[config.mk]
export PLATFORM = sky130hd
export DESIGN_NAME = breakpoint_linear_interpolator
export DESIGN_NICKNAME = d
export VERILOG_FILES = /design/src/hdl/bpli_pkg.sv /design/src/hdl/bpli_ram.sv /design/src/hdl/bpli_datapath.sv /design/src/hdl/bpli_ctrl.sv /design/src/hdl/breakpoint_linear_interpolator.sv
export VERILOG_INCLUDE_DIRS = /design/src /design/src/hdl
export SDC_FILE = /design/constraint.sdc
export NUM_CORES = 1
export LEC_CHECK = 0
export BUFFER_PORTS_ARGS = -buffer_cell sky130_fd_sc_hd__clkbuf_2
export CAP_MARGIN = 0
export CORE_UTILIZATION = 30
export CTS_CLUSTER_DIAMETER = 40
export DETAILED_ROUTE_END_ITERATION = 16
export PLACE_DENSITY = 0.43
export REMOVE_ABC_BUFFERS = 1
export SLEW_MARGIN = 20
export SYNTH_ARGS = -nofsm -noshare
export SYNTH_HDL_FRONTEND = slang
export SYNTH_SLANG_ARGS = --single-unit
[constraint.sdc]
create_clock -name clk -period 11.77 [get_ports clk]
set_input_delay 1.7655 -clock clk [delete_from_list [all_inputs] [get_ports clk]]
set_output_delay 1.7655 -clock clk [all_outputs]
set_load 0.02 [all_outputs]
[src/hdl/breakpoint_linear_interpolator_defines.svh]
// ----------------------------------------------------------------------------
// Breakpoint interpolator assertion macros
// Shared concurrent assertion forms for the interpolator modules.
// ----------------------------------------------------------------------------
`ifndef BREAKPOINT_LINEAR_INTERPOLATOR_DEFINES_SVH
`define BREAKPOINT_LINEAR_INTERPOLATOR_DEFINES_SVH

// same-cycle implication
`define BPLI_ASSERT_IMPL(name, clk, rst, ante, cons) \
  name: assert property (@(posedge clk) disable iff (rst) (ante) |-> (cons)) \
    else $error("%m: assertion failed");

// next-cycle implication
`define BPLI_ASSERT_NEXT(name, clk, rst, ante, cons) \
  name: assert property (@(posedge clk) disable iff (rst) (ante) |=> (cons)) \
    else $error("%m: assertion failed");

`endif

[src/hdl/bpli_pkg.sv]
// ----------------------------------------------------------------------------
// Breakpoint interpolator package
// Field widths, item and status codes, state and control types.
// ----------------------------------------------------------------------------
package bpli_pkg;

  localparam int KIND_W    = 2;
  localparam int KEY_W     = 7;
  localparam int AMP_W     = 16;
  localparam int STAT_W    = 2;
  localparam int HELD_W    = 5;
  localparam int PROD_W    = 24;
  localparam int MAG_W     = 23;
  localparam int DIV_CNT_W = 5;

  localparam logic [KIND_W-1:0] KIND_CLEAR  = 2'd0;
  localparam logic [KIND_W-1:0] KIND_APPEND = 2'd1;
  localparam logic [KIND_W-1:0] KIND_QUERY  = 2'd2;

  localparam logic [STAT_W-1:0] STAT_OK   = 2'd0;
  localparam logic [STAT_W-1:0] STAT_DUP  = 2'd1;
  localparam logic [STAT_W-1:0] STAT_FULL = 2'd2;

  localparam logic signed [AMP_W-1:0] UNITY_AMP = 16'sd4096;

  typedef enum logic [3:0] {
    ST_IDLE,
    ST_SCAN,
    ST_DRAIN,
    ST_DECIDE,
    ST_MUL,
    ST_DIV_START,
    ST_DIV,
    ST_FIX,
    ST_RESP
  } bpli_state_t;

  typedef struct packed {
    logic load;
    logic scan_rd;
    logic commit;
    logic mul;
    logic div_start;
    logic div_step;
    logic fix;
    logic out_load;
  } bpli_cmd_t;

  typedef struct packed {
    logic start_scan;
    logic scan_last;
    logic interp;
    logic div_done;
    logic out_free;
  } bpli_stat_t;

endpackage

[src/hdl/bpli_ram.sv]
// ----------------------------------------------------------------------------
// Breakpoint table RAM
// Simple dual-port RAM, one write and one registered read per cycle.
// ----------------------------------------------------------------------------
module bpli_ram #(
  parameter int WIDTH = 8,
  parameter int DEPTH = 16,
  parameter int ADDR_W = (DEPTH > 1) ? $clog2(DEPTH) : 1
) (
  input  logic              clk,
  input  logic              we,
  input  logic [ADDR_W-1:0] waddr,
  input  logic [WIDTH-1:0]  wdata,
  input  logic [ADDR_W-1:0] raddr,
  output logic [WIDTH-1:0]  rdata
);

  logic [WIDTH-1:0] mem [DEPTH];

  always_ff @(posedge clk) begin
    if (we) begin
      mem[waddr] <= wdata;
    end
    rdata <= mem[raddr];
  end

endmodule

[src/hdl/bpli_datapath.sv]
// ----------------------------------------------------------------------------
// Breakpoint interpolator datapath
// Table, scan compare, multiply, restoring divide and output register.
// ----------------------------------------------------------------------------
`include "breakpoint_linear_interpolator_defines.svh"

module bpli_datapath #(
  parameter int MAX_POINTS = 16,
  parameter int KEY_COUNT  = 128
) (
  input  logic                                clk,
  input  logic                                rst,
  input  bpli_pkg::bpli_cmd_t                 cmd,
  output bpli_pkg::bpli_stat_t                stat,
  input  logic [bpli_pkg::KIND_W-1:0]         in_kind,
  input  logic [bpli_pkg::KEY_W-1:0]          in_key,
  input  logic signed [bpli_pkg::AMP_W-1:0]   in_amp,
  output logic                                out_valid,
  input  logic                                out_ready,
  output logic signed [bpli_pkg::AMP_W-1:0]   amplitude_out,
  output logic [bpli_pkg::STAT_W-1:0]         status,
  output logic [bpli_pkg::HELD_W-1:0]         points_held
);

  import bpli_pkg::*;

  localparam int IW = (MAX_POINTS > 1) ? $clog2(MAX_POINTS) : 1;
  localparam int CW = $clog2(MAX_POINTS + 1);
  localparam int EW = KEY_W + AMP_W;

  logic [KIND_W-1:0]       kind_q;
  logic [KEY_W-1:0]        q;
  logic signed [AMP_W-1:0] amp_q;
  logic [CW-1:0]           total;
  logic [IW-1:0]           idx;
  logic                    cmp_vld;
  logic                    dup;
  logic                    have_lo;
  logic                    have_hi;
  logic [KEY_W-1:0]        k_lo;
  logic [KEY_W-1:0]        k_hi;
  logic signed [AMP_W-1:0] y_lo;
  logic signed [AMP_W-1:0] y_hi;
  logic signed [PROD_W-1:0] prod;
  logic                    neg;
  logic [MAG_W-1:0]        mag;
  logic [KEY_W-1:0]        rem;
  logic [DIV_CNT_W-1:0]    div_cnt;
  logic signed [AMP_W-1:0] res_amp;
  logic [STAT_W-1:0]       res_stat;

  logic [EW-1:0]           rdata;
  logic [KEY_W-1:0]        rk;
  logic signed [AMP_W-1:0] ry;
  logic [KEY_W-1:0]        key_c;
  logic                    full;
  logic                    ram_we;
  logic                    need_interp;
  logic signed [AMP_W:0]   diff;
  logic [KEY_W-1:0]        dq;
  logic [KEY_W-1:0]        den;
  logic signed [PROD_W:0]  prod_full;
  logic signed [PROD_W-1:0] prod_neg;
  logic [KEY_W:0]          rem_s;
  logic                    qbit;
  logic signed [AMP_W+1:0] sq;
  logic signed [AMP_W+1:0] res_full;
  logic signed [AMP_W-1:0] sel_amp;
  logic                    res_between;

  bpli_ram #(
    .WIDTH (EW),
    .DEPTH (MAX_POINTS)
  ) u_table (
    .clk   (clk),
    .we    (ram_we),
    .waddr (total[IW-1:0]),
    .wdata ({q, amp_q}),
    .raddr (idx),
    .rdata (rdata)
  );

  assign rk    = rdata[EW-1:AMP_W];
  assign ry    = rdata[AMP_W-1:0];
  assign key_c = ({1'b0, in_key} >= (KEY_W+1)'(KEY_COUNT)) ? KEY_W'(KEY_COUNT - 1) : in_key;
  assign full  = (total >= CW'(MAX_POINTS));
  assign ram_we = cmd.commit && (kind_q == KIND_APPEND) && !dup && !full;
  assign need_interp = have_lo && have_hi && (k_lo != k_hi);

  assign diff      = {y_hi[AMP_W-1], y_hi} - {y_lo[AMP_W-1], y_lo};
  assign dq        = q - k_lo;
  assign den       = k_hi - k_lo;
  assign prod_full = diff * $signed({1'b0, dq});
  assign prod_neg  = -prod;
  assign rem_s     = {rem, mag[MAG_W-1]};
  assign qbit      = (rem_s >= {1'b0, den});
  assign sq        = $signed({1'b0, mag[AMP_W:0]});
  assign res_full  = {{2{y_lo[AMP_W-1]}}, y_lo} + (neg ? -sq : sq);

  assign res_between = ((y_lo <= y_hi) && (res_amp >= y_lo) && (res_amp <= y_hi)) ||
                       ((y_lo > y_hi) && (res_amp <= y_lo) && (res_amp >= y_hi));

  always_comb begin
    if (!have_lo && !have_hi) begin
      sel_amp = UNITY_AMP;
    end else if (!have_hi) begin
      sel_amp = y_lo;
    end else begin
      sel_amp = y_hi;
    end
  end

  assign stat.start_scan = ((in_kind == KIND_APPEND) || (in_kind == KIND_QUERY)) &&
                           (total != '0);
  assign stat.scan_last  = (CW'(idx) == (total - CW'(1)));
  assign stat.interp     = (kind_q == KIND_QUERY) && need_interp;
  assign stat.div_done   = (div_cnt == DIV_CNT_W'(MAG_W - 1));
  assign stat.out_free   = !out_valid || out_ready;

  // control state
  always_ff @(posedge clk) begin
    if (rst) begin
      total     <= '0;
      cmp_vld   <= 1'b0;
      out_valid <= 1'b0;
    end else begin
      cmp_vld <= cmd.scan_rd;
      if (cmd.commit) begin
        if (kind_q == KIND_CLEAR) begin
          total <= '0;
        end else if (ram_we) begin
          total <= total + CW'(1);
        end
      end
      if (cmd.out_load) begin
        out_valid <= 1'b1;
      end else if (out_ready) begin
        out_valid <= 1'b0;
      end
    end
  end

  // payload
  always_ff @(posedge clk) begin
    if (cmd.load) begin
      kind_q  <= in_kind;
      q       <= key_c;
      amp_q   <= in_amp;
      idx     <= '0;
      dup     <= 1'b0;
      have_lo <= 1'b0;
      have_hi <= 1'b0;
    end
    if (cmd.scan_rd) begin
      idx <= idx + IW'(1);
    end
    if (cmp_vld) begin
      if (rk == q) begin
        dup <= 1'b1;
      end
      if ((rk <= q) && (!have_lo || (rk > k_lo))) begin
        have_lo <= 1'b1;
        k_lo    <= rk;
        y_lo    <= ry;
      end
      if ((rk >= q) && (!have_hi || (rk < k_hi))) begin
        have_hi <= 1'b1;
        k_hi    <= rk;
        y_hi    <= ry;
      end
    end
    if (cmd.commit) begin
      case (kind_q)
        KIND_APPEND: begin
          res_amp <= '0;
          if (dup) begin
            res_stat <= STAT_DUP;
          end else if (full) begin
            res_stat <= STAT_FULL;
          end else begin
            res_stat <= STAT_OK;
          end
        end
        KIND_QUERY: begin
          res_amp  <= sel_amp;
          res_stat <= STAT_OK;
        end
        default: begin
          res_amp  <= '0;
          res_stat <= STAT_OK;
        end
      endcase
    end
    if (cmd.mul) begin
      prod <= prod_full[PROD_W-1:0];
    end
    if (cmd.div_start) begin
      neg     <= prod[PROD_W-1];
      mag     <= prod[PROD_W-1] ? prod_neg[MAG_W-1:0] : prod[MAG_W-1:0];
      rem     <= '0;
      div_cnt <= '0;
    end
    if (cmd.div_step) begin
      rem     <= qbit ? KEY_W'(rem_s - {1'b0, den}) : rem_s[KEY_W-1:0];
      mag     <= {mag[MAG_W-2:0], qbit};
      div_cnt <= div_cnt + DIV_CNT_W'(1);
    end
    if (cmd.fix) begin
      res_amp <= res_full[AMP_W-1:0];
    end
    if (cmd.out_load) begin
      amplitude_out <= res_amp;
      status        <= res_stat;
      points_held   <= HELD_W'(total);
    end
  end

  `BPLI_ASSERT_IMPL(a_write_in_range, clk, rst, ram_we, total < CW'(MAX_POINTS))
  `BPLI_ASSERT_IMPL(a_rem_below_den, clk, rst, cmd.div_step, rem < den)
  `BPLI_ASSERT_NEXT(a_result_bounded, clk, rst, cmd.fix, res_between)

endmodule

[src/hdl/bpli_ctrl.sv]
// ----------------------------------------------------------------------------
// Breakpoint interpolator controller
// Sequences scan, update, multiply, divide and result hand-off.
// ----------------------------------------------------------------------------
`include "breakpoint_linear_interpolator_defines.svh"

module bpli_ctrl (
  input  logic                 clk,
  input  logic                 rst,
  input  logic                 in_valid,
  output logic                 in_ready,
  output bpli_pkg::bpli_cmd_t  cmd,
  input  bpli_pkg::bpli_stat_t stat
);

  import bpli_pkg::*;

  bpli_state_t state;
  bpli_state_t state_next;

  always_ff @(posedge clk) begin
    if (rst) begin
      state <= ST_IDLE;
    end else begin
      state <= state_next;
    end
  end

  always_comb begin
    state_next = state;
    cmd        = '0;
    in_ready   = 1'b0;
    case (state)
      ST_IDLE: begin
        in_ready = 1'b1;
        if (in_valid) begin
          cmd.load   = 1'b1;
          state_next = stat.start_scan ? ST_SCAN : ST_DECIDE;
        end
      end
      ST_SCAN: begin
        cmd.scan_rd = 1'b1;
        if (stat.scan_last) begin
          state_next = ST_DRAIN;
        end
      end
      ST_DRAIN: begin
        state_next = ST_DECIDE;
      end
      ST_DECIDE: begin
        cmd.commit = 1'b1;
        state_next = stat.interp ? ST_MUL : ST_RESP;
      end
      ST_MUL: begin
        cmd.mul    = 1'b1;
        state_next = ST_DIV_START;
      end
      ST_DIV_START: begin
        cmd.div_start = 1'b1;
        state_next    = ST_DIV;
      end
      ST_DIV: begin
        cmd.div_step = 1'b1;
        if (stat.div_done) begin
          state_next = ST_FIX;
        end
      end
      ST_FIX: begin
        cmd.fix    = 1'b1;
        state_next = ST_RESP;
      end
      ST_RESP: begin
        if (stat.out_free) begin
          cmd.out_load = 1'b1;
          state_next   = ST_IDLE;
        end
      end
      default: begin
        state_next = ST_IDLE;
      end
    endcase
  end

  `BPLI_ASSERT_NEXT(a_one_item, clk, rst, in_valid && in_ready, !in_ready)
  `BPLI_ASSERT_NEXT(a_load_once, clk, rst, cmd.out_load, !cmd.out_load)
  `BPLI_ASSERT_NEXT(a_div_ends, clk, rst, cmd.div_step && stat.div_done, cmd.fix)

endmodule

[src/hdl/breakpoint_linear_interpolator.sv]
// ----------------------------------------------------------------------------
// Breakpoint linear interpolator
// Breakpoint table with clear, append and piecewise linear query.
// ----------------------------------------------------------------------------
//  channel | handshake            | fields
//  --------+----------------------+------------------------------------
//  input   | in_valid / in_ready  | kind, key, amplitude
//  output  | out_valid / out_ready| amplitude_out, status, points_held
//
//  Clear, unused kind, or any item on an empty table skips the table scan. Append or
//  plain query with N > 0 points reads the table RAM once per stored point.
//  Interpolating query also runs 23 steps of the restoring divider.
//  Synchronous reset empties the table; stored entries need no clearing.
//  A pending result is held in the output register while the next item enters.
// ----------------------------------------------------------------------------
module breakpoint_linear_interpolator #(
  parameter int MAX_POINTS = 16,
  parameter int KEY_COUNT  = 128
) (
  input  logic                              clk,
  input  logic                              rst,
  input  logic                              in_valid,
  output logic                              in_ready,
  input  logic [bpli_pkg::KIND_W-1:0]       kind,
  input  logic [bpli_pkg::KEY_W-1:0]        key,
  input  logic signed [bpli_pkg::AMP_W-1:0] amplitude,
  output logic                              out_valid,
  input  logic                              out_ready,
  output logic signed [bpli_pkg::AMP_W-1:0] amplitude_out,
  output logic [bpli_pkg::STAT_W-1:0]       status,
  output logic [bpli_pkg::HELD_W-1:0]       points_held
);

  import bpli_pkg::*;

  bpli_cmd_t  cmd;
  bpli_stat_t stat;

  bpli_ctrl u_ctrl (
    .clk      (clk),
    .rst      (rst),
    .in_valid (in_valid),
    .in_ready (in_ready),
    .cmd      (cmd),
    .stat     (stat)
  );

  bpli_datapath #(
    .MAX_POINTS (MAX_POINTS),
    .KEY_COUNT  (KEY_COUNT)
  ) u_datapath (
    .clk           (clk),
    .rst           (rst),
    .cmd           (cmd),
    .stat          (stat),
    .in_kind       (kind),
    .in_key        (key),
    .in_amp        (amplitude),
    .out_valid     (out_valid),
    .out_ready     (out_ready),
    .amplitude_out (amplitude_out),
    .status        (status),
    .points_held   (points_held)
  );

endmodule

==> results.cfg <==
[layout]
areaGrowthSynthToFinish_pct = 19.3
nNetsFinal = 2326
drive_gt1_share_pct = 19.8
nFillCells = 9121
insertedDiodeCount = 0

[grt]
grt_pass1_vias = 17100
gr-total-overflow = 0
antenna_found_initial = 4
grt_pass1_wl_mm = 107
grt_max_degree = 52
grt_util_all_layers_pct = 14.7

[logic_synthesis]
synthAdderAreaFrac_pct = 12.1
synth_area_per_cell_um2 = 14.7
ys_seq_area_share_pct = 59.3
yosys_warnings = 0
synth-simple-area-share_pct = 5.86
yosys_most_used_dff = edfxtp_1
synth_top_area_share_pct = 56.7
synth_top_family_by_area = adder cells
synth_top_cell_by_area = edfxtp_1
synth_compound_area_share_pct = 6.09
synth_seq_cells = 581
yosys.cell_types.count = 61
netlist_instances = 1953
synth-async-reset-ratio_pct = 0
synth-edff-count = 544
synthXorXnorAreaFrac_pct = 3.41
synth_area_um2 = 28800
synthTopCellsByArea = edfxtp_1, mux4_2, fa_1
synthMuxAreaShare_pct = 9.72

[clock_network]
cts_tree = done
clock_latency_ns = 0.66
path_clk_slew_ns = 0.05
cts_resized = 0
ctsHoldBuffers = 0
cts.sinks = 581
htreeDepth = 3
root_buffer = clkbuf_16
cts_buffer_depth = 3
cts_setup_buffers = 0
cts_buffers = 94

[min_path]
hold_class = reg -> reg

[power_and_ir_drop]
p_sw_share_pct = 36.9
power_frac_comb_pct = 47.4
power.density_nw_per_um2 = 320
ir_drop_v = 0.000314
p_switching_mw = 4.05
pwr-share-seq_pct = 25.3
p_leak_nw = 12.5
clkPwrFrac_pct = 27.3
p_int_mw = 6.93

[detailed_routing]
via_per_inst = 4.67
wl_per_cell_um = 20.7
dr.pass1.iters = 5
totalWireLength_mm = 70.9
drtAntennaViolNets = 0
first_iter_violations = 1032
drc_errors = 0
vias = 16000

[timing]
report.final.slew_viol_count = 0
max_freq_mhz = 136
setup_viol = 0
clock_skew_ns = 0.0587
hold_violations = 0
fin_setup_tns_ns = 0
period_share_pct = 62.7
setup_slack_ns = 4.39
worst_pin_slew_ns = 1.21
max_slew_margin_pct = 19.1
rsz0062_at_grt = false
min_period_ns = 7.38
hold_slack_ns = 0.407

[die]
initial_utilization_pct = 30.3
core_region_area_um2 = 95000
rows = 113
die_h_um = 312
io-pin-count = 54
die_area_um2 = 97200
die_w_um = 312

[setup_path]
end_kind = flip-flop
crit_required_ns = 12.11
arrival_ns = 7.72
crit_top_cell = inv_1
crit_fanout = 7
slowest_stage = a2111oi_0
critical_path_class = reg -> reg
worst-path-buf-inv = 5
worst_path_dominant_cell_family = adder cells
startpoint_type = flip-flop
cp_slowest_stage_delay_ns = 0.71

[job]
maxCapViolCount = 0

[place]
pre_cts_ws_ns = 4.49
gp_congestion = 0.814
io_buffers = 53
dpl.hpwl_mm = 46.5

[status]
status = completed
[cells in the mapped netlist (all sizes together) (11+ instances only)]
master  count
a21o       43
a21oi      71
buf        14
clkbuf     49
dfxtp      37
edfxtp    544
fa         94
ha        128
inv       207
mux2i      21
mux4      115
nand2      57
nand2b     19
nand3      18
nor2      161
nor2b      11
nor3       21
o21a       17
o21ai      66
o21bai     11
o22ai      14
o31ai      13
or2        21
or3        13
xnor2      66
xor2       46
[metrics by stage]
step,cells,util (%),area (um^2),power (mW)
after floorplan,1890,-,28600,6.96
after global routing,3419,36.2,34400,12.0
after detailed placement,3243,32.5,30800,8.09
final,3419,36.2,34400,11.0
after global placement,3241,32.4,30800,8.10
after CTS,3418,36.1,34300,11.2
[cells in the final DEF (no fill, tap or decap), types with 7 or more instances in the layout]
cell type     n
inv_6         9
a21oi_1      70
o21a_1       17
nor3_1       17
or2_2        21
xor2_1       46
nand2_1      57
o21bai_1     11
clkinvlp_4   11
nor2b_1      10
clkinv_4     14
o22ai_1      14
clkbuf_16    94
mux4_2      115
bufinv_16    21
nand2b_1     19
nor2_1      148
fa_1         94
clkbuf_2     53
or3_1        11
clkinv_1      7
nor2_4       13
dfxtp_1      37
o31ai_1      12
inv_1       207
ha_1        128
clkinv_2     11
edfxtp_1    544
buf_4        33
xnor2_1      66
o21ai_0      62
nand4_1       9
nand3_1      17
a21o_1       43
mux2i_1      21
[cells by family (layout without fill, tap and decap cells)]
| family | after synthesis | in the layout |
|---|---|---|
| AOI/OAI and AO/OA | 275 | 275 |
| xor gates and xnor gates | 112 | 112 |
| adders and majority gates | 222 | 222 |
| buffers and inverters | 270 | 471 |
| DFF | 581 | 581 |
| muxes | 136 | 136 |
| and+or+nand+nor | 357 | 357 |
[layer usage]
metal | routed length, um | global-route usage, % | vias up | part of all wire [%]
li1 | - | - | 7464 | -
met3 | 2150 | 2.36 | 117 | 3.0
met5 | 0 | 0 | - | 0
met2 | 35200 | 25.2 | 254 | 50
met1 | 31900 | 19.1 | 8142 | 45
met4 | 1740 | 4.42 | 0 | 2.4
[final cells by class]
| class | instances | area, um^2 | share of cell area (%) |
|---|---|---|---|
| sequential | 581 | 17100 | 49.7 |
| timing repair buffer | 89 | 573 | 1.67 |
| tap | 1265 | 1580 | 4.61 |
| clock inverter | 79 | 1120 | 3.27 |
| inverter | 207 | 777 | 2.26 |
| multi-input combinational | 1102 | 10900 | 31.6 |
| clock buffer | 96 | 2370 | 6.90 |
[power groups by stage]
stage	sequential [mW]	clock, mW	combinational, mW
2_1_floorplan	2.84	0	4.12
3_3_place_gp	2.82	0	5.28
3_5_place_dp	2.83	0	5.27
4_1_cts	2.78	3.06	5.33
5_1_grt	2.79	3.14	6.05
6_report	2.78	3.00	5.20
[registers in the layout (all words and copies together) (netlist names), 16 cells and up]
signal,flops
u_datapath.y_hi,16
u_datapath.u_table.mem,368
u_datapath.u_table.rdata,23
u_datapath.mag,23
u_datapath.amp_q,16
u_datapath.prod,24
u_datapath.res_amp,16
u_datapath.amplitude_out,16
u_datapath.y_lo,16
[path summary, 6_finish.rpt]
kind	end	start	cells after the start	slack [ns]
worst max-delay path	u_datapath.prod[22]$_DFFE_PP_	u_datapath.y_lo[1]$_DFFE_PP_	25	4.39
worst min-delay path	u_datapath.y_lo[3]$_DFFE_PP_	u_datapath.u_table.rdata[3]$_DFF_P_	0	0.41
worst max register to register	u_datapath.prod[22]$_DFFE_PP_	u_datapath.y_lo[1]$_DFFE_PP_	25	4.39
worst min register to register	u_datapath.y_lo[3]$_DFFE_PP_	u_datapath.u_table.rdata[3]$_DFF_P_	0	0.41
(Power assumes the default switching activity.)
